File: config.mk
export PLATFORM = sky130hd
export DESIGN_NAME = battery_charge_controller
export DESIGN_NICKNAME = d
export VERILOG_FILES = /design/src/rtl/bcc_pkg.sv /design/src/rtl/battery_charge_controller.sv /design/src/rtl/bcc_regs.sv /design/src/rtl/bcc_core.sv
export SDC_FILE = /design/constraint.sdc
export NUM_CORES = 1
export LEC_CHECK = 0
export ABC_AREA = 1
export BUFFER_PORTS_ARGS = -buffer_cell sky130_fd_sc_hd__buf_2
export CORE_UTILIZATION = 42
export CTS_CLUSTER_SIZE = 12
export DETAILED_ROUTE_END_ITERATION = 16
export GPL_TIMING_DRIVEN = 0
export SKIP_CTS_REPAIR_TIMING = 1
export SLEW_MARGIN = 20
export SYNTH_ARGS = -nofsm -noshare
export SYNTH_HDL_FRONTEND = slang
export SYNTH_SLANG_ARGS = --single-unit
File: constraint.sdc
create_clock -name clk -period 4.9 [get_ports clk]
set_input_delay 0.245 -clock clk [delete_from_list [all_inputs] [get_ports clk]]
set_output_delay 0.245 -clock clk [all_outputs]
set_load 0.05 [all_outputs]
File: src/rtl/bcc_pkg.sv
// ----------------------------------------------------------------------------
// bcc_pkg
// Shared types and constants for the battery charge controller.
// ----------------------------------------------------------------------------
`timescale 1ns / 1ps
`default_nettype none

package bcc_pkg;

	localparam int CFG_ADDR_W = 5;
	localparam int CFG_DATA_W = 32;
	localparam int LEVEL_W    = 12;

	localparam logic [2:0] REG_UNPLUG    = 3'd0;
	localparam logic [2:0] REG_PLUG      = 3'd1;
	localparam logic [2:0] REG_RECHARGE  = 3'd2;
	localparam logic [2:0] REG_STOP      = 3'd3;
	localparam logic [2:0] REG_SLOW_FULL = 3'd4;
	localparam logic [2:0] REG_FAST_FULL = 3'd5;
	localparam logic [2:0] REG_MID       = 3'd6;
	localparam logic [2:0] REG_LOW       = 3'd7;

	localparam logic [LEVEL_W-1:0] RST_UNPLUG    = 12'd1300;
	localparam logic [LEVEL_W-1:0] RST_PLUG      = 12'd1700;
	localparam logic [LEVEL_W-1:0] RST_RECHARGE  = 12'd1214;
	localparam logic [LEVEL_W-1:0] RST_STOP      = 12'd1184;
	localparam logic [LEVEL_W-1:0] RST_SLOW_FULL = 12'd1199;
	localparam logic [LEVEL_W-1:0] RST_FAST_FULL = 12'd1170;
	localparam logic [LEVEL_W-1:0] RST_MID       = 12'd1229;
	localparam logic [LEVEL_W-1:0] RST_LOW       = 12'd1446;

	localparam logic [5:0]  UNPLUG_TICKS     = 6'd50;
	localparam logic [3:0]  PLUG_TICKS       = 4'd10;
	localparam logic [17:0] SLOW_FULL_TICKS  = 18'd180000;
	localparam logic [7:0]  FAST_FULL_TICKS  = 8'd100;
	localparam logic [23:0] FORCE_FULL_TICKS = 24'd5400000;
	localparam logic [23:0] CUTOFF_TICKS     = 24'd8640000;

	localparam logic [12:0] LOWEST_START = 13'd4096;

	localparam logic [1:0] DRIVE_RELEASED = 2'd0;
	localparam logic [1:0] DRIVE_STOPPED  = 2'd1;
	localparam logic [1:0] DRIVE_PWM      = 2'd2;

	localparam logic [1:0] EV_NONE      = 2'd0;
	localparam logic [1:0] EV_POWER_OFF = 2'd1;
	localparam logic [1:0] EV_CHARGE_ON = 2'd2;

	localparam logic [7:0] DUTY_LOW  = 8'd60;
	localparam logic [7:0] DUTY_HIGH = 8'd80;

	typedef struct packed {
		logic [LEVEL_W-1:0] charger_sample;
		logic [LEVEL_W-1:0] battery_sample;
	} sample_t;

	typedef struct packed {
		logic       charging;
		logic       full_res;
		logic [1:0] drive;
		logic [7:0] duty;
		logic [1:0] work_event;
		logic       leds_off;
	} result_t;

	typedef struct packed {
		logic [LEVEL_W-1:0] unplug_level;
		logic [LEVEL_W-1:0] plug_level;
		logic [LEVEL_W-1:0] recharge_level;
		logic [LEVEL_W-1:0] stop_level;
		logic [LEVEL_W-1:0] slow_full_level;
		logic [LEVEL_W-1:0] fast_full_level;
		logic [LEVEL_W-1:0] mid_level;
		logic [LEVEL_W-1:0] low_level;
	} cfg_t;

endpackage

`default_nettype wire

File: src/rtl/battery_charge_controller.sv
// ----------------------------------------------------------------------------
// battery_charge_controller
// Charger plug detection, charge termination and PWM drive, one word per tick.
//
// Channel    Direction  Handshake                        Word
// sample     in         sample_valid / sample_stall      sample_t
// result     out        result_valid / result_stall      result_t
// config     in         psel / penable / pwrite / pready 12-bit levels
//
// A sample word is registered on acceptance, and its result is registered in
// the output register when the word advances. One word is taken per cycle while
// the output is not stalled, set by the single pass through the charge-state logic.
// Reset clears all charge state and loads the default levels.
// A stalled result holds the output register, and a full input register then
// raises sample_stall until the result is taken.
// ----------------------------------------------------------------------------
`timescale 1ns / 1ps
`default_nettype none

module battery_charge_controller
	import bcc_pkg::*;
#(
	parameter logic [5:0]  UNPLUG_TICKS     = bcc_pkg::UNPLUG_TICKS,
	parameter logic [3:0]  PLUG_TICKS       = bcc_pkg::PLUG_TICKS,
	parameter logic [17:0] SLOW_FULL_TICKS  = bcc_pkg::SLOW_FULL_TICKS,
	parameter logic [7:0]  FAST_FULL_TICKS  = bcc_pkg::FAST_FULL_TICKS,
	parameter logic [23:0] FORCE_FULL_TICKS = bcc_pkg::FORCE_FULL_TICKS,
	parameter logic [23:0] CUTOFF_TICKS     = bcc_pkg::CUTOFF_TICKS
)
(
	input  wire logic                  clk,
	input  wire logic                  arst_n,
	input  wire logic                  sample_valid,
	output logic                       sample_stall,
	input  sample_t                    sample,
	output logic                       result_valid,
	input  wire logic                  result_stall,
	output result_t                    result,
	input  wire logic                  psel,
	input  wire logic                  penable,
	input  wire logic                  pwrite,
	input  wire logic [CFG_ADDR_W-1:0] paddr,
	input  wire logic [CFG_DATA_W-1:0] pwdata,
	output logic      [CFG_DATA_W-1:0] prdata,
	output logic                       pready
);

	cfg_t    cfg;
	sample_t sample_s1;
	logic    valid_s1;
	result_t res;
	result_t result_q;
	logic    result_valid_q;
	logic    adv;
	logic    accept;

	bcc_regs u_regs (
		.clk     (clk),
		.arst_n  (arst_n),
		.psel    (psel),
		.penable (penable),
		.pwrite  (pwrite),
		.paddr   (paddr),
		.pwdata  (pwdata),
		.prdata  (prdata),
		.cfg     (cfg)
	);

	bcc_core #(
		.UNPLUG_TICKS     (UNPLUG_TICKS),
		.PLUG_TICKS       (PLUG_TICKS),
		.SLOW_FULL_TICKS  (SLOW_FULL_TICKS),
		.FAST_FULL_TICKS  (FAST_FULL_TICKS),
		.FORCE_FULL_TICKS (FORCE_FULL_TICKS),
		.CUTOFF_TICKS     (CUTOFF_TICKS)
	) u_core (
		.clk    (clk),
		.arst_n (arst_n),
		.step   (adv),
		.smp    (sample_s1),
		.cfg    (cfg),
		.res    (res)
	);

	assign adv          = valid_s1 && (!result_valid_q || !result_stall);
	assign sample_stall = valid_s1 && !adv;
	assign accept       = sample_valid && !sample_stall;

	always_ff @(posedge clk or negedge arst_n) begin
		if (!arst_n) begin
			valid_s1 <= 1'b0;
		end else if (accept) begin
			valid_s1 <= 1'b1;
		end else if (adv) begin
			valid_s1 <= 1'b0;
		end
	end

	always_ff @(posedge clk) begin
		if (accept) begin
			sample_s1 <= sample;
		end
	end

	always_ff @(posedge clk or negedge arst_n) begin
		if (!arst_n) begin
			result_valid_q <= 1'b0;
		end else if (adv) begin
			result_valid_q <= 1'b1;
		end else if (!result_stall) begin
			result_valid_q <= 1'b0;
		end
	end

	always_ff @(posedge clk) begin
		if (adv) begin
			result_q <= res;
		end
	end

	assign result_valid = result_valid_q;
	assign result       = result_q;
	assign pready       = 1'b1;

`ifndef SYNTHESIS
	a_stall_only_when_full: assert property (@(posedge clk) disable iff (!arst_n)
		sample_stall |-> (valid_s1 && result_valid_q && result_stall))
		else $error("sample stall raised while a stage is free");

	a_poweroff_leds: assert property (@(posedge clk) disable iff (!arst_n)
		(result_valid && result.work_event == EV_POWER_OFF) |-> result.leds_off)
		else $error("power-off event without LEDs switched off");

	a_start_charging: assert property (@(posedge clk) disable iff (!arst_n)
		(result_valid && result.work_event == EV_CHARGE_ON) |-> result.charging)
		else $error("charging event while not charging");

	a_full_needs_charging: assert property (@(posedge clk) disable iff (!arst_n)
		(result_valid && !result.charging) |-> !result.full_res)
		else $error("full reported while not charging");
`endif

endmodule

`default_nettype wire

File: src/rtl/bcc_regs.sv
// ----------------------------------------------------------------------------
// bcc_regs
// Configuration register file behind the APB-style port.
// ----------------------------------------------------------------------------
`timescale 1ns / 1ps
`default_nettype none

module bcc_regs
	import bcc_pkg::*;
(
	input  wire logic                  clk,
	input  wire logic                  arst_n,
	input  wire logic                  psel,
	input  wire logic                  penable,
	input  wire logic                  pwrite,
	input  wire logic [CFG_ADDR_W-1:0] paddr,
	input  wire logic [CFG_DATA_W-1:0] pwdata,
	output logic      [CFG_DATA_W-1:0] prdata,
	output cfg_t                       cfg
);

	cfg_t               cfg_q;
	logic [2:0]         idx;
	logic               wr_en;
	logic [LEVEL_W-1:0] wdata;
	logic [LEVEL_W-1:0] rdata;

	assign idx   = paddr[4:2];
	assign wr_en = psel && penable && pwrite;
	assign wdata = pwdata[LEVEL_W-1:0];

	always_ff @(posedge clk or negedge arst_n) begin
		if (!arst_n) begin
			cfg_q.unplug_level    <= RST_UNPLUG;
			cfg_q.plug_level      <= RST_PLUG;
			cfg_q.recharge_level  <= RST_RECHARGE;
			cfg_q.stop_level      <= RST_STOP;
			cfg_q.slow_full_level <= RST_SLOW_FULL;
			cfg_q.fast_full_level <= RST_FAST_FULL;
			cfg_q.mid_level       <= RST_MID;
			cfg_q.low_level       <= RST_LOW;
		end else if (wr_en) begin
			case (idx)
				REG_UNPLUG:    cfg_q.unplug_level    <= wdata;
				REG_PLUG:      cfg_q.plug_level      <= wdata;
				REG_RECHARGE:  cfg_q.recharge_level  <= wdata;
				REG_STOP:      cfg_q.stop_level      <= wdata;
				REG_SLOW_FULL: cfg_q.slow_full_level <= wdata;
				REG_FAST_FULL: cfg_q.fast_full_level <= wdata;
				REG_MID:       cfg_q.mid_level       <= wdata;
				REG_LOW:       cfg_q.low_level       <= wdata;
				default: ;
			endcase
		end
	end

	always_comb begin
		case (idx)
			REG_UNPLUG:    rdata = cfg_q.unplug_level;
			REG_PLUG:      rdata = cfg_q.plug_level;
			REG_RECHARGE:  rdata = cfg_q.recharge_level;
			REG_STOP:      rdata = cfg_q.stop_level;
			REG_SLOW_FULL: rdata = cfg_q.slow_full_level;
			REG_FAST_FULL: rdata = cfg_q.fast_full_level;
			REG_MID:       rdata = cfg_q.mid_level;
			REG_LOW:       rdata = cfg_q.low_level;
			default:       rdata = '0;
		endcase
	end

	assign prdata = {{(CFG_DATA_W-LEVEL_W){1'b0}}, rdata};
	assign cfg    = cfg_q;

endmodule

`default_nettype wire

File: src/rtl/bcc_core.sv
// ----------------------------------------------------------------------------
// bcc_core
// Plug and unplug debounce, charge state and PWM control for one tick.
// ----------------------------------------------------------------------------
`timescale 1ns / 1ps
`default_nettype none

module bcc_core
	import bcc_pkg::*;
#(
	parameter logic [5:0]  UNPLUG_TICKS     = bcc_pkg::UNPLUG_TICKS,
	parameter logic [3:0]  PLUG_TICKS       = bcc_pkg::PLUG_TICKS,
	parameter logic [17:0] SLOW_FULL_TICKS  = bcc_pkg::SLOW_FULL_TICKS,
	parameter logic [7:0]  FAST_FULL_TICKS  = bcc_pkg::FAST_FULL_TICKS,
	parameter logic [23:0] FORCE_FULL_TICKS = bcc_pkg::FORCE_FULL_TICKS,
	parameter logic [23:0] CUTOFF_TICKS     = bcc_pkg::CUTOFF_TICKS
)
(
	input  wire logic clk,
	input  wire logic arst_n,
	input  wire logic step,
	input  sample_t   smp,
	input  cfg_t      cfg,
	output result_t   res
);

	logic [5:0]  unplug_cnt_q, unplug_cnt_d;
	logic [3:0]  plug_cnt_q, plug_cnt_d;
	logic        unplug_done_q, unplug_done_d;
	logic        plug_done_q, plug_done_d;
	logic        charging_q, charging_d;
	logic        full_q, full_d;
	logic        forced_q, forced_d;
	logic        cutoff_q, cutoff_d;
	logic [17:0] slow_cnt_q, slow_cnt_d;
	logic [7:0]  fast_cnt_q, fast_cnt_d;
	logic [23:0] elapsed_q, elapsed_d;
	logic [12:0] lowest_q, lowest_d;
	logic [1:0]  drive_q, drive_d;
	logic [7:0]  duty_q, duty_d;
	logic [1:0]  event_d;
	logic        leds_d;
	logic [11:0] chg;
	logic [11:0] bat;

	assign chg = smp.charger_sample;
	assign bat = smp.battery_sample;

	always_comb begin
		unplug_cnt_d  = unplug_cnt_q;
		plug_cnt_d    = plug_cnt_q;
		unplug_done_d = unplug_done_q;
		plug_done_d   = plug_done_q;
		charging_d    = charging_q;
		full_d        = full_q;
		forced_d      = forced_q;
		cutoff_d      = cutoff_q;
		slow_cnt_d    = slow_cnt_q;
		fast_cnt_d    = fast_cnt_q;
		elapsed_d     = elapsed_q;
		lowest_d      = lowest_q;
		drive_d       = drive_q;
		duty_d        = duty_q;
		event_d       = EV_NONE;
		leds_d        = 1'b0;

		if (chg < cfg.unplug_level) begin
			if (!unplug_done_q) begin
				unplug_cnt_d = unplug_cnt_q + 6'd1;
				if (unplug_cnt_d >= UNPLUG_TICKS) begin
					unplug_done_d = 1'b1;
					plug_done_d   = 1'b0;
					unplug_cnt_d  = '0;
					charging_d    = 1'b0;
					full_d        = 1'b0;
					leds_d        = 1'b1;
					drive_d       = DRIVE_RELEASED;
					event_d       = EV_POWER_OFF;
				end
			end
		end else begin
			unplug_cnt_d = '0;
		end

		if (chg > cfg.plug_level) begin
			if (!plug_done_d) begin
				if (plug_cnt_q <= PLUG_TICKS) begin
					plug_cnt_d = plug_cnt_q + 4'd1;
				end else begin
					unplug_done_d = 1'b0;
					plug_done_d   = 1'b1;
					plug_cnt_d    = '0;
					charging_d    = 1'b1;
					full_d        = 1'b0;
					lowest_d      = LOWEST_START;
					event_d       = EV_CHARGE_ON;
				end
			end
		end else begin
			plug_cnt_d = '0;
		end

		if (charging_d) begin
			if (full_d || forced_q) begin
				if (elapsed_q <= CUTOFF_TICKS) begin
					if (elapsed_q != '1) begin
						elapsed_d = elapsed_q + 24'd1;
					end
				end else begin
					cutoff_d = 1'b1;
				end
				if (cutoff_d || forced_q) begin
					drive_d = DRIVE_STOPPED;
				end else if (bat > cfg.recharge_level) begin
					drive_d = DRIVE_PWM;
					duty_d  = DUTY_LOW;
				end else if (bat <= cfg.stop_level) begin
					drive_d = DRIVE_STOPPED;
				end
			end else begin
				if (bat <= cfg.slow_full_level) begin
					if (slow_cnt_q != '1) begin
						slow_cnt_d = slow_cnt_q + 18'd1;
					end
					if (slow_cnt_d >= SLOW_FULL_TICKS) begin
						full_d = 1'b1;
					end
				end
				if (bat <= cfg.fast_full_level) begin
					if (fast_cnt_q != '1) begin
						fast_cnt_d = fast_cnt_q + 8'd1;
					end
					if (fast_cnt_d >= FAST_FULL_TICKS) begin
						full_d = 1'b1;
					end
				end else begin
					fast_cnt_d = '0;
				end
				if (elapsed_q <= FORCE_FULL_TICKS) begin
					if (elapsed_q != '1) begin
						elapsed_d = elapsed_q + 24'd1;
					end
				end else begin
					forced_d = 1'b1;
				end
				if (lowest_d >= {1'b0, bat}) begin
					lowest_d = {1'b0, bat};
				end
				drive_d = DRIVE_PWM;
				if (lowest_d >= {1'b0, cfg.slow_full_level} &&
					lowest_d >= {1'b0, cfg.mid_level} &&
					lowest_d < {1'b0, cfg.low_level}) begin
					duty_d = DUTY_HIGH;
				end else begin
					duty_d = DUTY_LOW;
				end
			end
		end else begin
			slow_cnt_d = '0;
			fast_cnt_d = '0;
			elapsed_d  = '0;
			cutoff_d   = 1'b0;
			full_d     = 1'b0;
			forced_d   = 1'b0;
		end

		res.charging   = charging_d;
		res.full_res   = full_d || forced_d;
		res.drive      = drive_d;
		res.duty       = duty_d;
		res.work_event = event_d;
		res.leds_off   = leds_d;
	end

	always_ff @(posedge clk or negedge arst_n) begin
		if (!arst_n) begin
			unplug_cnt_q  <= '0;
			plug_cnt_q    <= '0;
			unplug_done_q <= 1'b0;
			plug_done_q   <= 1'b0;
			charging_q    <= 1'b0;
			full_q        <= 1'b0;
			forced_q      <= 1'b0;
			cutoff_q      <= 1'b0;
			slow_cnt_q    <= '0;
			fast_cnt_q    <= '0;
			elapsed_q     <= '0;
			lowest_q      <= '0;
			drive_q       <= DRIVE_RELEASED;
			duty_q        <= '0;
		end else if (step) begin
			unplug_cnt_q  <= unplug_cnt_d;
			plug_cnt_q    <= plug_cnt_d;
			unplug_done_q <= unplug_done_d;
			plug_done_q   <= plug_done_d;
			charging_q    <= charging_d;
			full_q        <= full_d;
			forced_q      <= forced_d;
			cutoff_q      <= cutoff_d;
			slow_cnt_q    <= slow_cnt_d;
			fast_cnt_q    <= fast_cnt_d;
			elapsed_q     <= elapsed_d;
			lowest_q      <= lowest_d;
			drive_q       <= drive_d;
			duty_q        <= duty_d;
		end
	end

endmodule

`default_nettype wire
=== Word-level counts from Yosys, hierarchy flattened ===
Cells that the tools add are included.

* Flip-flop bits (word level): 226
* Input port bits: 68
* Output and inout port bits: 50
* Word-level logic and storage cells: 199

* Add/sub/neg operators: 5
* Order comparisons: 16
* Equal/unequal tests: 18
* Muxes and demuxes: 95
* Bitwise operators: 1
* Reductions and logical operators: 32

{| class="wikitable"
|+ Operators by type and width
! kind !! number
|-
| $mux W18 || 7
|-
| $mux W24 || 5
|-
| $mux W13 || 8
|-
| $pmux W12 S8 || 1
|-
| $mux W8 || 11
|-
| $mux W1 || 43
|-
| $ge A13 B12 Y1 || 3
|-
| $le A12 B12 Y1 || 3
|-
| $mux W2 || 13
|-
| $add A24 B1 Y24 const B || 1
|-
| $gt A12 B12 Y1 || 2
|-
| $le A24 B23 Y1 const B || 1
|-
| $le A24 B24 Y1 const B || 1
|-
| $ne A24 B24 Y1 const B || 1
|-
| $reduce_and A2 Y1 || 12
|-
| $add A18 B1 Y18 const B || 1
|-
| $ge A18 B18 Y1 const B || 1
|-
| $mux W6 || 3
|-
| $ne A18 B18 Y1 const B || 1
|-
| $lt A13 B12 Y1 || 1
|-
| $eq A3 B3 Y1 const B || 4
|-
| $lt A12 B12 Y1 || 1
|-
| $mux W4 || 3
|-
| $ne A2 B2 Y1 const B || 5
|-
| 20 further kinds || 35
|}

=== Longest topological paths before layout ===
Gate-level depths: netlist of the first run.

* Word-level depth: 19
* Gate-level depth with buffers: 42
* Depth with buffers taken out: 40

=== Hierarchy ===
From an unflattened synthesis of the first run, not the netlist that was laid out.

* Cells, all modules: 1842
* Area, all modules: 14824.2 µm²

{| class="wikitable"
|+ By module, submodules not included
! module !! instances !! cells an instance !! area an instance (µm²) !! seq. area each (µm²)
|-
| bcc_core || 1 || 1226 || 8555.7 || 2227.1
|-
| bcc_regs || 1 || 563 || 4991.0 || 2454.9
|-
| battery_charge_controller || 1 || 53 || 1277.5 || 1221.2
|}

=== Worst setup path after synthesis of the first run ===
No wires, ideal clock.

* Path type: reg-to-reg
* Start: register u_regs.cfg_q (netlist bit u_regs.cfg[94])
* End: register result_q (netlist bit result[9]) (data pin)
* Setup time: 0.261 ns
* Data arrival time: 4.683 ns
* Data required time: 4.639 ns
* Setup slack: -0.044 ns
* Cell stages (with the launch flop): 37
* Buffers on the path: 2
* Clock period less this slack: 4.944 ns
* Path through: dfstp_2 > inv_1 > ha_1 > nand2_1 > nor2_1 > and2_1 > a21oi_2 > nand2_4 > nand2_4 > nand2_4 > inv_1 > buf_2 > nor2_1 > ha_1 > nand2_1 > inv_1 > a21oi_1 > nand2_1 > nor2_1 > nand2_1 > nand2_1 > nand3_1 > nand2_1 > nand3_1 > clkbuf_1 > o21ai_0 > ha_1 > a21oi_1 > o21ai_0 > a21oi_1 > nor2_1 > o211ai_1 > nand2_1 > o21ai_0 > inv_1 > nand4_1 > o21ai_0

{| class="wikitable"
|+ RTL lines
! what !! RTL line !! source
|-
| from (decl) || bcc_regs.sv:22 || <nowiki>cfg_t cfg_q;</nowiki>
|-
| to (signal assigned) || battery_charge_controller.sv:117 || <nowiki>result_q <= res;</nowiki>
|-
| to (decl) || battery_charge_controller.sv:52 || <nowiki>result_t result_q;</nowiki>
|}

=== Worst setup path in the final report of the first run ===
* Start: register u_regs.cfg_q (netlist bit u_regs.cfg[79])
* End: register u_core.duty_q[3]

* Longest elaborated chain between the ends: 12
* Elaborated cells between the ends (all ways): 17
* Those cells by class: order compare: 5; mux: 9; reduce/logical: 3

{| class="wikitable"
|+ Ends and longest elaborated chain
! what !! RTL line !! source
|-
| $gt A12 B12 Y1 (*) || bcc_core.sv:85 || <nowiki>if (chg > cfg.plug_level) begin</nowiki>
|-
| $mux W13 || bcc_core.sv:85 ||
|-
| $ge A13 B12 Y1 || bcc_core.sv:146 || <nowiki>if (lowest_d >= {1'b0, bat}) begin</nowiki>
|-
| $mux W13 || bcc_core.sv:146 ||
|-
| $mux W13 || bcc_core.sv:104 || <nowiki>if (full_d || forced_q) begin</nowiki>
|-
| $mux W13 || bcc_core.sv:103 || <nowiki>if (charging_d) begin</nowiki>
|-
| $ge A13 B12 Y1 (on tied branches) || bcc_core.sv:150, bcc_core.sv:151 ||
|-
| $logic_and A1 B1 Y1 || bcc_core.sv:150 || <nowiki>if (lowest_d >= {1'b0, cfg.slow_full_level} &&</nowiki>
|-
| $logic_and A1 B1 Y1 || bcc_core.sv:151 || <nowiki>lowest_d >= {1'b0, cfg.mid_level} &&</nowiki>
|-
| $mux W7 || bcc_core.sv:150 ||
|-
| $mux W8 || bcc_core.sv:104 ||
|-
| $mux W8 (*) || bcc_core.sv:103 ||
|-
| to (signal assigned) || bcc_core.sv:205 || <nowiki>duty_q <= duty_d;</nowiki>
|-
| to (decl) || bcc_core.sv:40 || <nowiki>logic [7:0] duty_q, duty_d;</nowiki>
|}

Every way passes the cells marked *; elsewhere a longest branch is shown, timed or not. The select of a mux whose other input is x is not followed.
A chain may end at the register's enable or synchronous reset.

==> run metrics, run 1 <==
Synth Cell Area 14200 um2; pin count of the biggest net entering global routing 97; time the final worst path needs with I/O delays and setup around 5300 ps; total gr overflow 0; Synth area leaders sky130_fd_sc_hd__dfrtp_1 26%, sky130_fd_sc_hd__ha_1 11%, sky130_fd_sc_hd__nand2_1 10%, sky130_fd_sc_hd__edfxtp_1 8.3%, sky130_fd_sc_hd__dfstp_2 7.8%; aggregate routed wire length a little under 40000 um; horizontal die dimension about 190 um; wire length per cell 16.4 um; kind of launch point of the worst setup path register; initial antenna violation count 0; per-instance average area after synthesis 8.07 um2; TritonCTS clock tree built; Leakage Power 8.11 nW; top achievable clock speed 188 MHz; dominant synthesized flop cell sky130_fd_sc_hd__dfrtp_1; kind of capture point of the worst setup path register; total of flip-flops plus latches after synthesis about 230; I/O pin count about 120; final hold violations 10; share of synthesized area occupied by flip-flops and latches about 42%; actual slew at the worst max-slew pin 1050 ps; most frequent cell on the critical path sky130_fd_sc_hd__nand2_2; count of buffering cells on the critical path with inverters included 8; Skew-Pair Late Insertion Delay between 500 and 600 ps; WP data arrival 5790 ps; setup repair after global routing missed its margin true; core area 32900 um2; TritonCTS Buffers 27; die extent in y between 150 and 200 um; run status finished, violations left; number of levels in the clock H-tree 1; power density over cell area 422 nW/um2; Initial DRC Count 714; Clock transition at path regs 60 ps; most used standard cells in the synthesized netlist 392 x sky130_fd_sc_hd__nand2_1, 282 x sky130_fd_sc_hd__inv_1, 158 x sky130_fd_sc_hd__o21ai_0; via count of the first global-routing pass roughly 12000; number of placement rows 66; Post-route DRC 0; Root Buffer Master sky130_fd_sc_hd__clkbuf_16; ratio of cells with drive above 1 in the final layout 18.5%; path class of the lowest-slack min-delay path in2reg; wire length of the first global-routing pass 60700 um; Max Cap Viol 0; buffers from clock root to sink, at most 3; worst-case hold slack -15.4 ps; top cell type's share of synthesized area 25.6%; top cell type by total area after synthesis sky130_fd_sc_hd__dfrtp_1; number of warnings printed during yosys synthesis 0; Detail Placement HPWL 29500 um; Worst EP required 5360 ps; cell count after synthesis 1759; clock sink count between 200 and 250; IR drop worst, VDD slightly below 0.0003 V; Max stage delay cell, worst path sky130_fd_sc_hd__dfstp_2; share of flip-flops with an asynchronous set or reset between 80 and 90%; max-slew violation count 0; Diodes inserted 0; Detail Route Antenna Nets 0; Final setup viols 8; Worst Setup Path Type reg2reg; total die area around 35000 um2; total routing usage reported by global routing 22.6%; final period utilization 109%; Final Skew 20.0 ps; critical path peak fanout 8; violations in the final reports hold timing, setup timing; Starting Density 43.2%; worst slack at placement -1700 ps; worst slew margin relative to its limit a little under 30%; Syn-to-layout area delta 22.9%; final net count 2142; most frequently used cell type in the post-synthesis netlist sky130_fd_sc_hd__nand2_1; Pre-Repair DR Iteration Count 5; Max stage delay on crit path between 500 and 600 ps; post-layout total power ~7.4 mW; cell family contributing the most delay on the critical path simple AND/OR/NAND/NOR gates; gpl congestion 0.918; overall via count from detail_route 12534; number of enable flip-flop cells after synthesis 39; Netlist cell types 54; via density per instance 5.20; I/O Buffers 74; slack of the critical path -426 ps
## layout make-up
cell class / count / area, um2
tap: 442 / 553
clock inverter: 5 / 28.8
sequential: 226 / 5900
multi-input combinational: 1200 / 7600
timing repair buffer: 141 / 1040
inverter: 289 / 1090
fill: 3077 / 15400
buffer: 63 / 395
clock buffer: 45 / 833
## worst reg2reg max path: cells and delay by family (launching register included)
| kind | cells | cell delay [ps] |
|---|---|---|
| flip-flops | 1 | 540 |
| adder cells (fa/ha/maj) | 3 | 720 |
| buffers and inverters | 8 | 830 |
| AND/OR/NAND/NOR | 22 | 2140 |
| AO/OA/AOI/OAI | 7 | 980 |
## per-layer routing
layer | up-vias | part of all wire (%) | global-route usage (%)
met5 | - | 0 | 0
met3 | 61 | 4.4 | 2.84
li1 | 6168 | - | -
met1 | 6003 | 46 | 30.4
met2 | 302 | 48 | 38.1
met4 | 0 | 2.0 | 6.07
## power by group
| group | total [mW] | switching (mW) | internal (mW) |
|---|---|---|---|
| clock network | 1.94 | 0.794 | 1.15 |
| registers | 2.48 | 0.201 | 2.27 |
| logic | 2.95 | 1.81 | 1.14 |
| total | 7.37 | 2.80 | 4.57 |
## through the flow
stage | utilization (%) | std cells | TNS (ps) | hold slack [ps] | instance area [um2]
finish | 53.1 | 2411 | -3220 | -15.4 | 17400
global route | 53.1 | 2411 | -5850 | 6.07 | 17400
CTS | 49.0 | 2346 | -13420 | -269 | 16100
detailed placement | 46.4 | 2296 | -12870 | 308 | 15300
global placement | 46.2 | 2294 | -11930 | 421 | 15200
floorplan | - | 1778 | 0 | -50.6 | 14300
## kinds of logic after synthesis
group	Yosys count	synth area share [%]
simple gates	665	20.2
buf+inv	352	10.2
compound gates	348	14.5
flops	226	41.6
fa+ha+maj	126	11.1
xor+xnor	40	2.47
other cells	2	0.0529
## placed cells by master, fill, tap and decap left out, drive strengths merged, types with 12 or more instances in the layout
cell and count:
nor3 33, nand3 57, ha 126, buf 141, o21ai 180, nor2 114
edfxtp 39, inv 288, clkbuf 75, dfstp 42, nand4 41, nand2 405
dfrtp 145, xor2 36, conb 21, a21oi 68, o211ai 17, o22ai 38
dlygate4sd3 33, o221ai 12
## state kept, by name, indices dropped and copies added, names as in the netlist, 2 cells and up
| name | cells |
|---|---|
| u_core.drive_q | 2 |
| u_core.plug_cnt_q | 4 |
| u_core.elapsed_q | 24 |
| result | 15 |
| u_core.unplug_cnt_q | 6 |
| u_core.lowest_q | 13 |
| u_regs.cfg | 96 |
| u_core.fast_cnt_q | 8 |
| u_core.slow_cnt_q | 18 |
| sample_s1 | 24 |
| u_core.duty_q | 8 |
## final timing paths
check / from / to / slack [ps] / cells past startpoint
min in group asynchronous: arst_n / u_core.fast_cnt_q[6]$_DFFE_PN0P_ / 320 / 3
setup / recovery: u_regs.cfg[79]$_DFFE_PN1P_ / u_core.duty_q[3]$_DFFE_PN0P_ / -430 / 40
setup reg to reg: u_regs.cfg[79]$_DFFE_PN1P_ / u_core.duty_q[3]$_DFFE_PN0P_ / -430 / 40
hold reg to reg: u_core.duty_q[4]$_DFFE_PN0P_ / u_core.duty_q[4]$_DFFE_PN0P_ / 450 / 2
hold / removal: pwdata[2] / u_regs.cfg[14]$_DFFE_PN1P_ / -20 / 3
max in group asynchronous: arst_n / u_regs.cfg[86]$_DFFE_PN1P_ / 3660 / 4
Power figures use the tool's default switching activity.
==> run 2: changes to the inputs <==
- clock period: 4.9 -> 5.9 ns (I/O delays scaled with it)
==> run 2 against run 1 <==
  * The run ends with hold timing left
  * Via count shrank 1.5%
  * Cell area is 4.8% lower
  * Final cell count is 0.95% lower
  * Register-to-register slack improved by 720 ps
  * Sequential power shrank 18%
  * Sequential cell count is the same
  * Clock power shrank 16%
  * Critical endpoint is now result[8]$_DFFE_PP_
==> run metrics, run 2 (synthesis results as in run 1) <==
run status finished, violations left; violations in the final reports hold timing; TritonCTS Buffers 27; power density over cell area 345 nW/um2; total negative slack 0 ps; worst slack at placement -589 ps; TritonCTS clock tree built; pin count of the biggest net entering global routing 96; via density per instance between 5 and 6; I/O pin count between 100 and 150; path class of the lowest-slack min-delay path in2reg; final hold violations 1; Diodes inserted 0; Skew-Pair Late Insertion Delay roughly 550 ps; worst slew margin relative to its limit 34.2%; total routing usage reported by global routing 22.6%; final net count 2119; core area 32900 um2; # fillers ~3200; aggregate routed wire length 38400 um; total gr overflow 0; cell area after placement about 15000 um2; Detail Placement HPWL 29400 um; kind of launch point of the worst setup path register; Starting Density 43.2%; leading cell type in the layout, fill and taps excluded sky130_fd_sc_hd__nand2_1; WP data arrival between 5000 and 6000 ps; time the final worst path needs with I/O delays and setup around 5600 ps; actual slew at the worst max-slew pin 986 ps; overall via count from detail_route 12348; slack of the critical path 295 ps; Max stage delay cell, worst path sky130_fd_sc_hd__dfstp_2; start of the worst register-to-register path u_regs.cfg[79]$_DFFE_PN1P_; total routed wire length on the met1 layer 17400 um; Leakage Power 7.90 nW; Final Skew around 27 ps; buffers from clock root to sink, at most 3; number of cell instances on the worst register-to-register path 38; gpl congestion 0.926; kind of capture point of the worst setup path register; FF-to-FF End result[8]$_DFFE_PP_; number of flip-flops under the largest register name 96; IR drop worst, VDD 0.000237 V; top routing layer in use met4; amount of wire on met3 after detailed routing around 1800 um; number of placement rows 66; endpoint of the worst setup timing path result[8]$_DFFE_PP_; Min-Delay Path Depth 3; max-slew violation count 0; number of levels in the clock H-tree 1; I/O Buffers 74; Max Cap Viol 0; Detail Route Antenna Nets 0; wire length of the first global-routing pass slightly above 60000 um; sequential cell area 5900 um2; Clock transition at path regs 60 ps; Final setup viols 0; Pre-Repair DR Iteration Count 5; R2R setup slack approximately 290 ps; Worst EP required 6190 ps; most frequent cell on the critical path sky130_fd_sc_hd__nand2_1; most used cells in the layout excluding fill and tap cells 389 x sky130_fd_sc_hd__nand2_1, 282 x sky130_fd_sc_hd__inv_1, 145 x sky130_fd_sc_hd__dfrtp_1; Post-route DRC 0; Root Buffer Master sky130_fd_sc_hd__clkbuf_16; sum of met2 wire segment lengths after detailed routing roughly 18000 um; final period utilization 95.0%; initial antenna violation count 0; final core utilization 50.6%; ratio of cells with drive above 1 in the final layout approximately 14%; horizontal die dimension 186 um; Max stage delay on crit path approximately 530 ps; Worst Setup Path Type reg2reg; post-route cell area 16600 um2; Syn-to-layout area delta 17.1%; via count of the first global-routing pass ~12000; die extent in y 186 um; area used by multi-input combinational logic roughly 7000 um2; Crit. Startpoint u_regs.cfg[79]$_DFFE_PN1P_; clock sink count 226; worst-case hold slack -21.1 ps; critical path peak fanout 10; wire length per cell approximately 16 um; top achievable clock speed 178 MHz; Initial DRC Count 768; total die area 34500 um2; hold_sp result_stall
[run 2: changes by cell type in the layout (fill, tap and decap cells not counted), moves of 8 or more]
cell	previous run	this run
sky130_fd_sc_hd__ha_4	25	3
sky130_fd_sc_hd__o21ai_4	10	2
sky130_fd_sc_hd__ha_1	101	123
sky130_fd_sc_hd__clkbuf_8	9	1
sky130_fd_sc_hd__buf_4	49	37
sky130_fd_sc_hd__nand2_1	372	389
sky130_fd_sc_hd__nand2_2	22	10
sky130_fd_sc_hd__nor2_1	95	107
[run 2: worst max-delay path, delay by kind of cell (launching register included)]
family / cells / cell delay, ps
DFF: 1 / 530
buffers and inverters: 8 / 730
AOI/OAI and AO/OA: 5 / 760
and+or+nand+nor: 22 / 2340
adders and majority gates: 3 / 930
[run 2: layout make-up]
cell class                      count  share of cell area (%)
Buffer                             63                    2.28
Clock buffer                       40                    4.42
Clock inverter                     10                   0.610
Inverter                          289                    6.53
Multi-Input combinational cell   1200                    42.4
Sequential cell                   226                    35.5
Tap cell                          442                    3.33
Timing Repair Buffer              118                    4.91
[run 2: where the power goes]
group | leakage (nW) | switching (mW) | total (mW) | internal [mW]
registers | 2.65 | 0.154 | 2.04 | 1.89
clock network | 0.410 | 0.672 | 1.62 | 0.945
logic | 4.84 | 1.33 | 2.07 | 0.741
total | 7.90 | 2.16 | 5.73 | 3.57
[run 2: worst min-delay path by stage]
stage | to
after CTS | u_core.slow_cnt_q[2]$_DFFE_PN0P_
after detailed placement | u_core.slow_cnt_q[5]$_DFFE_PN0P_
after floorplan | result_valid$_DFFE_PN0P_
after global placement | u_core.duty_q[4]$_DFFE_PN0P_
final | result_valid$_DFFE_PN0P_
after global routing | result_valid$_DFFE_PN0P_
[run 2: metrics by stage]
| step | instances | total power, mW |
|---|---|---|
| global route | 2388 | 6.14 |
| detailed placement | 2296 | 3.96 |
| finish | 2388 | 5.73 |
| floorplan | 1778 | 3.42 |
| global placement | 2294 | 3.90 |
| CTS | 2346 | 5.61 |
[run 2: routing by layer]
layer	track usage, %	up-vias
met5	0	-
met4	6.66	0
met3	2.64	68
met2	38.1	329
met1	30.5	5827
li1	-	6124
==> run 3: changes to the inputs <==
- CELL_PAD_IN_SITES_DETAIL_PLACEMENT: unset -> 1
- CELL_PAD_IN_SITES_GLOBAL_PLACEMENT: unset -> 1
- PLACE_DENSITY_LB_ADDON: unset -> 0.05
==> run 3 against run 2 <==
  * The run still ends with hold timing left
  * Count of clock-buffer cells in the layout is 2 lower
  * Core utilization is 0.49 points higher
  * Final cell count is 0.25% higher
  * Combinational power is 8% higher
  * Via count is 3.1% higher
  * Cell area is 0.98% higher
  * Sequential power hardly changed
  * Worst hold slack worse by 4.3 ps
  * Critical endpoint is now result[6]$_DFFE_PP_
==> run metrics, run 3 (synthesis results as in run 1) <==
run status finished, violations left; final period utilization 96.0%; worst slack at placement -833 ps; layer with the highest usage after global routing met2; worst slew margin relative to its limit 32.8%; power density over cell area 354 nW/um2; core area 32900 um2; cell family contributing the most delay on the critical path simple AND/OR/NAND/NOR gates; slack of the critical path 235 ps; overall via count from detail_route 12728; path class of the lowest-slack min-delay path in2reg; pin count of the biggest net entering global routing between 90 and 100; count of buffering cells on the critical path with inverters included 6; Final setup viols 0; horizontal die dimension 186 um; Max Cap Viol 0; sequential cell area 5900 um2; global-route met3 utilization 2.76%; die extent in y 186 um; gpl congestion 0.924; worst-case hold slack -25.3 ps; number of placement rows 66; Leakage Power approximately 8.0 nW; Detail Route Antenna Nets 0; wire length of the first global-routing pass 69400 um; most frequent cell on the critical path sky130_fd_sc_hd__nand2_1; Final Skew 20.6 ps; time the final worst path needs with I/O delays and setup 5670 ps; Post-route DRC 0; buffers from clock root to sink, at most 3; top achievable clock speed between 150 and 200 MHz; WP data arrival ~6100 ps; via density per instance 5.32; Starting Density 43.2%; TritonCTS clock tree built; final net count 2123; number of flip-flops under the largest register name 96; Pre-Repair DR Iteration Count 5; critical path peak fanout 10; leading cell type in the layout, fill and taps excluded sky130_fd_sc_hd__nand2_1; Syn-to-layout area delta 18.2%; ratio of cells with drive above 1 in the final layout 14.6%; total die area 34500 um2; Detail Placement HPWL 33800 um; Root Buffer Master sky130_fd_sc_hd__clkbuf_16; Worst Setup Path Type reg2reg; via count of the first global-routing pass approximately 13000; number of levels in the clock H-tree 1; total negative slack 0 ps; IR drop worst, VDD 0.000256 V; final hold violations 3; global-route met2 utilization around 45%; wire length per cell 18.6 um; initial antenna violation count 1; Skew-Pair Late Insertion Delay 570 ps; met1 capacity usage during global routing 34.3%; most used cells in the layout excluding fill and tap cells 388 x sky130_fd_sc_hd__nand2_1, 281 x sky130_fd_sc_hd__inv_1, 145 x sky130_fd_sc_hd__o21ai_0, 145 x sky130_fd_sc_hd__dfrtp_1, 123 x sky130_fd_sc_hd__ha_1; I/O Buffers 74; kind of capture point of the worst setup path register; I/O pin count roughly 120; post-layout total power 5.95 mW; area used by multi-input combinational logic 7110 um2; TritonCTS Buffers 28; total gr overflow 0; aggregate routed wire length 44500 um; Max stage delay cell, worst path sky130_fd_sc_hd__dfstp_2; # fillers 4080; actual slew at the worst max-slew pin approximately 1000 ps; Initial DRC Count 622; total routing usage reported by global routing about a quarter; Worst EP required between 6000 and 7000 ps; max-slew violation count 0; clock sink count about 230; Max stage delay on crit path 530 ps; final core utilization 51.0%; kind of launch point of the worst setup path register; Clock transition at path regs 60 ps; violations in the final reports hold timing
run 3: cell types whose count changed in the layout (fill, tap and decap cells not counted), moves of 3 or more:
| cell | delta |
|---|---|
| sky130_fd_sc_hd__clkinv_1 | +3 |
| sky130_fd_sc_hd__o21ai_1 | -5 |
| sky130_fd_sc_hd__clkbuf_8 | +3 |
| sky130_fd_sc_hd__o21ai_4 | +3 |
| sky130_fd_sc_hd__nand3_1 | -3 |
| sky130_fd_sc_hd__clkbuf_1 | -6 |
| sky130_fd_sc_hd__nand3_2 | +3 |
run 3: area by class of cell:
type | instances | area share, %
clock inverters | 14 | 0.597
clock buffers | 38 | 4.64
repair buffers | 121 | 5.09
multi-input cells | 1200 | 42.4
well taps | 442 | 3.30
diodes | 1 | 0.0149
flip-flops and latches | 226 | 35.2
plain buffers | 63 | 2.33
inverters | 289 | 6.48
run 3: path summary, 6_finish.rpt:
| kind | start | to | slack, ps | cells after the start |
|---|---|---|---|---|
| hold reg to reg | u_core.duty_q[4]$_DFFE_PN0P_ | u_core.duty_q[4]$_DFFE_PN0P_ | 460 | 2 |
| hold / removal | result_stall | result_valid$_DFFE_PN0P_ | -30 | 3 |
| min in group asynchronous | arst_n | u_core.fast_cnt_q[4]$_DFFE_PN0P_ | 160 | 2 |
| setup reg to reg | u_regs.cfg[79]$_DFFE_PN1P_ | result[6]$_DFFE_PP_ | 230 | 38 |
| setup / recovery | u_regs.cfg[79]$_DFFE_PN1P_ | result[6]$_DFFE_PP_ | 230 | 38 |
| max in group asynchronous | arst_n | u_regs.cfg[15]$_DFFE_PN1P_ | 4990 | 3 |
run 3: metrics by stage:
| stage | cell area [um2] | cells |
|---|---|---|
| 2_1_floorplan | 14300 | 1778 |
| 3_3_place_gp | 15200 | 2294 |
| 5_1_grt | 16800 | 2394 |
| 4_1_cts | 16100 | 2348 |
| 6_report | 16800 | 2394 |
| 3_5_place_dp | 15300 | 2296 |
run 3: worst register-to-register path, delay by kind of cell (launching register included):
| kind | cells | cell delay (ps) |
|---|---|---|
| simple gates | 23 | 2470 |
| compound gates | 6 | 960 |
| fa+ha+maj | 3 | 910 |
| buf+inv | 6 | 630 |
| flops | 1 | 530 |
run 3: metal layers:
| metal | vias up | routed length (um) |
|---|---|---|
| li1 | 6137 | - |
| met4 | 0 | 1140 |
| met1 | 6295 | 20200 |
| met3 | 73 | 1350 |
| met2 | 223 | 21800 |
| met5 | - | 0 |
run 3: report_power, final:
group / switching (mW) / total, mW / internal, mW
clock network: 0.705 / 1.67 / 0.962
logic: 1.43 / 2.23 / 0.802
registers: 0.164 / 2.05 / 1.89
total: 2.29 / 5.95 / 3.65
